`config.mk`:
```
export PLATFORM = sky130hd
export DESIGN_NAME = bfns_low_index
export DESIGN_NICKNAME = d
export VERILOG_FILES = /design/src/rtl/bfns_pkg.sv /design/src/rtl/bfns_low_index.sv
export SDC_FILE = /design/constraint.sdc
export NUM_CORES = 1
export LEC_CHECK = 0
export ABC_AREA = 1
export ABC_CLOCK_PERIOD_IN_PS = 13200
export BUFFER_PORTS_ARGS = -buffer_cell sky130_fd_sc_hd__buf_2
export CORE_MARGIN = 2
export CORE_UTILIZATION = 40
export DETAILED_ROUTE_END_ITERATION = 10
export GPL_ROUTABILITY_DRIVEN = 0
export GPL_TIMING_DRIVEN = 0
export PLACE_DENSITY_LB_ADDON = 0.3
export SYNTH_ARGS = -nofsm -noshare
export SYNTH_HDL_FRONTEND = slang
export SYNTH_SLANG_ARGS = --single-unit
```
`constraint.sdc`:
```
create_clock -name vclk -period 13.2
set_input_delay 1.32 -clock vclk [all_inputs]
set_output_delay 1.32 -clock vclk [all_outputs]
set_load 0.03 [all_outputs]
```
`src/rtl/bfns_pkg.sv`:
```
// Shared types, constants and the bit-count function for the bitmap search block.
package bfns_pkg;

  localparam int NUM_BITS   = 4096;
  localparam int WORD_BITS  = 32;
  localparam int NUM_WORDS  = (NUM_BITS + WORD_BITS - 1) / WORD_BITS;
  localparam int WIDX_W     = $clog2(NUM_WORDS);
  localparam int BIDX_W     = $clog2(WORD_BITS);
  localparam int POS_W      = 12;
  localparam int LIMIT_W    = 13;
  localparam int KIND_W     = 3;

  localparam logic [LIMIT_W-1:0] LIMIT_RESET = 13'd4096;

  // APB register map (byte addresses)
  localparam int               PADDR_W       = 3;
  localparam logic [PADDR_W-1:0] ADDR_BITS_IN_USE = 3'd0;

  localparam logic [31:0] POP_M1 = 32'h5555_5555;
  localparam logic [31:0] POP_M2 = 32'h3333_3333;
  localparam logic [31:0] POP_M4 = 32'h0F0F_0F0F;
  localparam logic [31:0] POP_M8 = 32'h0101_0101;

  typedef enum logic [KIND_W-1:0] {
    KIND_SET       = 3'd0,
    KIND_CLEAR     = 3'd1,
    KIND_TEST      = 3'd2,
    KIND_CLEAR_ALL = 3'd3,
    KIND_FIND      = 3'd4
  } kind_t;

  typedef struct packed {
    logic [KIND_W-1:0] kind;
    logic [POS_W-1:0]  position;
  } cmd_word_t;

  typedef struct packed {
    logic             bit_value;
    logic             found;
    logic [POS_W-1:0] found_position;
    logic             out_of_range;
  } rsp_word_t;

  typedef struct packed {
    logic              nonzero;
    logic [BIDX_W-1:0] index;
  } low_bit_t;

  // SWAR bit count of a 32-bit word
  function automatic logic [5:0] popcount32(input logic [31:0] x);
    logic [31:0] v;
    logic [31:0] p;
    v = x - ((x >> 1) & POP_M1);
    v = (v & POP_M2) + ((v >> 2) & POP_M2);
    v = (v + (v >> 4)) & POP_M4;
    p = v * POP_M8;
    return p[29:24];
  endfunction

endpackage

```
`src/rtl/bfns_low_index.sv`:
```
// Lowest set bit at or above a start bit within one bitmap word.
module bfns_low_index
  import bfns_pkg::*;
(
  input  logic [WORD_BITS-1:0] word,
  input  logic [BIDX_W-1:0]    start_bit,
  input  logic                 apply_start,
  output low_bit_t             result
);

  logic [WORD_BITS-1:0] masked;
  logic [WORD_BITS-1:0] lowest;
  logic [5:0]           cnt;

  always_comb begin
    masked = apply_start ? (word & ({WORD_BITS{1'b1}} << start_bit)) : word;
    // isolate lowest one, its index is the count of ones below it
    lowest = masked & (~masked + {{(WORD_BITS-1){1'b0}}, 1'b1});
    cnt    = popcount32(lowest - {{(WORD_BITS-1){1'b0}}, 1'b1});
    result.nonzero = |masked;
    result.index   = cnt[BIDX_W-1:0];
  end

endmodule

```
## After elaboration in Yosys (flattened, before gate mapping)

Cells that the tools add are included.
W data, S select, Z words.

| word-level totals | value |
|---|---|
| logic and storage cells | 12 |
| bits in registers | 0 |

| cells by class | value |
|---|---|
| multiply operators | 1 |
| $add $sub $neg | 5 |
| shift operators | 1 |
| bitwise gates (word level) | 3 |
| muxes and demuxes | 1 |
| reduce and logical (&&, ||, !) cells | 1 |

Operators by type and width:

| operator | number |
|---|---|
| $and A32 B32 Y32 | 2 |
| $add A32 B1 Y32 const B | 1 |
| $mux W32 | 1 |
| $not A32 Y32 | 1 |
| $reduce_or A32 Y1 | 1 |
| $shl A32 B5 Y32 const A | 1 |
| $sub A32 B1 Y32 const B | 1 |
| $sub A32 B31 Y32 | 1 |
| $add A30 B30 Y31 | 1 |
| $mul A28 B25 Y29 const B | 1 |
| $add A28 B27 Y28 | 1 |

## Longest topological paths before layout

| depth | value |
|---|---|
| depth after elaboration | 11 |
| gate-level depth with buffers | 39 |

## Worst setup path before layout

Ideal clock, no wire load.

| timing path | value |
|---|---|
| path kind | in2out |
| start | input start_bit[2] |
| end | output result[4] in the netlist's numbering |
| cell stages on the path | 31 |
| arrival time | 7.900 ns |
| path buffers | 1 |
| required time | 11.880 ns |
| setup slack | 3.980 ns |
| path through | buf_2 -> nand2_1 -> nand3_2 -> nor2_1 -> nor2_1 -> nand2_1 -> nor2_2 -> nand2_1 -> nor2_1 -> nor2_1 -> ha_1 -> nand3_1 -> nand2_1 -> a21oi_1 -> nand3_1 -> xor2_1 -> fa_1 -> fa_1 -> xor2_1 -> ha_1 -> ha_1 -> inv_1 -> fa_1 -> fa_1 -> inv_1 -> ha_1 -> ha_1 -> fa_1 -> xnor2_1 -> xnor2_1 -> xor2_1 |

RTL lines:

| element | RTL line | RTL |
|---|---|---|
| start, declared | bfns_low_index.sv:6 | `input logic [BIDX_W-1:0] start_bit,` |
| end, declared | bfns_low_index.sv:8 | `output low_bit_t result` |

==> out/qor_table.md <==
| Quantity | Value |
|:---|:---|
| Outcome | completed |
| Effective utilization at floorplan | 40.9% |
| Fillers | 998 |
| Core footprint | 0.00915 mm² |
| Pin count of the biggest net entering global routing | 11 |
| Drt first pass iters | 5 |
| Final Hold Fails | 0 |
| Post-Syn Area | 0.00374 mm² |
| Number of max-capacitance violations reported | 0 |
| CP max-delay cell | fa_1 |
| Worst-path maximum fanout | 10 |
| Portion of the post-synthesis area used by sequential elements | 0% |
| Synth-to-layout area growth | 9.46% |
| Worst Hold Launch | word[31] |
| Global-route wire length before repair | 16.3 mm |
| Yosys cell types | 28 |
| Area taken by flip-flops and latches | 0 µm² |
| Vias per std cell | 4.80 |
| Met3 global-route usage | 0.347% |
| Share of post-route cells with drive strength above 1 | 11.7% |
| Destination of the worst hold path | result[5] |
| Delay contributed by the slowest stage of the critical path | 0.55 ns |
| Die footprint | 0.0101 mm² |
| Die height | 101 µm |
| DRC violations left | 0 |
| Resized Gates After CTS | 0 |
| Highest clock rate | 0.102 GHz |
| Die extent in x | 101 µm |
| Synthesized net count | 785 |
| Worst Max-Slew Pin Slew | 0.404 ns |
| Io pins | 44 |
| DRC violation total after the first TritonRoute iteration | 172 |
| Post-detailed-routing wire length | 9.37 mm |
| Congestion Overflow GR | 0 |
| Antenna Diode Count | 0 |
| Met2 track utilization from global routing | 34.5% |
| Final number of setup-violating endpoints | 0 |
| Busiest grt layer | met2 |
| Synth Area per Inst | 5.68 µm² |
| Number of stages on the worst hold path | 4 |
| Flip-flop and latch count | 0 |
| Slew Limit Fails | 0 |
| Data required time of the critical path | 11.88 ns |
| Number of nets with antenna violations after detailed routing | 0 |
| Headroom to the max-slew limit | 72.8% |
| Number of antenna violations at the first check in global routing | 0 |
| GRT Resource Usage Total | 19.2% |
| GR met1 Demand/Resource | 25.6% |
| Nets | 830 |
| Postcts setup bufs | 0 |
| Post-DR wirelength/cell | 11.5 µm |
| Total of hold buffers inserted after clock tree synthesis | 0 |
| Area of the multi-input gates | 0.00321 mm² |
| Number of synthesis warnings | 0 |
| Cells after Synth | 659 |
| Vias | 3904 |
| Post-DP HPWL | 8.48 mm |
| Setup TNS Final | 0 ns |
| RSZ-0062 raised after global routing | no |
| Arrival time of the worst setup path | 8.51 ns |
| Number of placement rows | 35 |
| Critical path capture point type | primary output |
| Via count of the first global-routing pass | 3794 |
| Min-Delay Path Class | input pin to primary output |
| Critical path type | input pin to primary output |
| Final critical delay including setup and external delays | 9.83 ns |
| Final worst path period share | 74.4% |
| Port-buffer cells | 43 |
| Clock Buffer Count | 0 |
| Startpoint types | input pin |
cell families after synthesis:
family	share of synthesized area (%)
compound gates	4.92
xor+xnor	6.56
fa+ha+maj	33.2
buf+inv	14.3
simple gates	41.0
worst max-delay path by stage:
stage | startpoint | to | slack [ns]
after floorplan | start_bit[2] | result[4] | 3.98
after global placement | start_bit[2] | result[4] | 3.46
after detailed placement | start_bit[2] | result[4] | 3.36
after CTS | start_bit[2] | result[4] | 3.34
after global routing | start_bit[2] | result[4] | 2.82
final | start_bit[2] | result[4] | 3.37
per-layer routing:
metal	up-vias	wire length [µm]	part of all wire, %
met4	0	218	2.3
li1	2101	-	-
met1	1686	4570	49
met3	18	297	3.2
met5	-	0	0
met2	99	4290	46
critical path, delay by kind of cell:
family / cells / cell delay (ns)
adder cells (fa/ha/maj): 10 / 3.80
buffers and inverters: 7 / 0.68
XOR/XNOR: 5 / 0.89
AND/OR/NAND/NOR: 13 / 1.81
Yosys cell counts:
cell / instances / area share (%)
ha_1: 69 / 23
nand3_2: 1 / 0.27
nand2_2: 3 / 0.50
inv_2: 16 / 1.6
a21oi_2: 1 / 0.23
a21oi_1: 18 / 2.4
nand2_1: 211 / 21
inv_1: 116 / 12
nor2_2: 9 / 1.5
a21boi_1: 1 / 0.20
nor3_2: 1 / 0.27
nand3_1: 56 / 7.5
xor2_1: 25 / 5.9
buf_4: 2 / 0.40
buf_2: 4 / 0.54
nor3_1: 2 / 0.27
xnor2_1: 3 / 0.70
o21ai_1: 6 / 0.80
nand3b_1: 1 / 0.20
fa_1: 19 / 10
clkinv_2: 1 / 0.13
o31ai_1: 1 / 0.20
a31oi_1: 1 / 0.17
nand4_1: 7 / 1.2
o221ai_1: 1 / 0.23
nor2_4: 1 / 0.30
nor2_1: 78 / 7.8
o21ai_0: 5 / 0.67
cells in the final DEF (no fill, tap or decap), types with 9 or more instances in the layout:
| cell | count |
|---|---|
| fa_1 | 19 |
| xor2_1 | 25 |
| inv_1 | 116 |
| ha_1 | 69 |
| nand2_1 | 211 |
| nor2_1 | 78 |
| nor2_2 | 9 |
| buf_2 | 47 |
| nand3_1 | 56 |
| a21oi_1 | 18 |
| inv_2 | 16 |
per-stage QoR:
stage | hold slack (ns) | setup slack, ns | util (%) | instance area (µm²) | cells
2_1_floorplan | 2.86 | 3.98 | - | 3740 | 659
3_5_place_dp | 3.00 | 3.36 | 44.7 | 4100 | 813
3_3_place_gp | 2.99 | 3.46 | 44.7 | 4100 | 813
6_report | 3.00 | 3.37 | 44.7 | 4100 | 813
5_1_grt | 3.03 | 2.82 | 44.7 | 4100 | 813
4_1_cts | 3.00 | 3.34 | 44.7 | 4100 | 813
final cells by class:
class	instances	area share (%)
inverters	133	12.2
plain buffers	6	0.855
repair buffers	43	5.26
multi-input cells	520	78.3
well taps	111	3.39
Power is not shown: default switching activity piles up to over one toggle a cycle in this logic, so the estimate is an artifact.
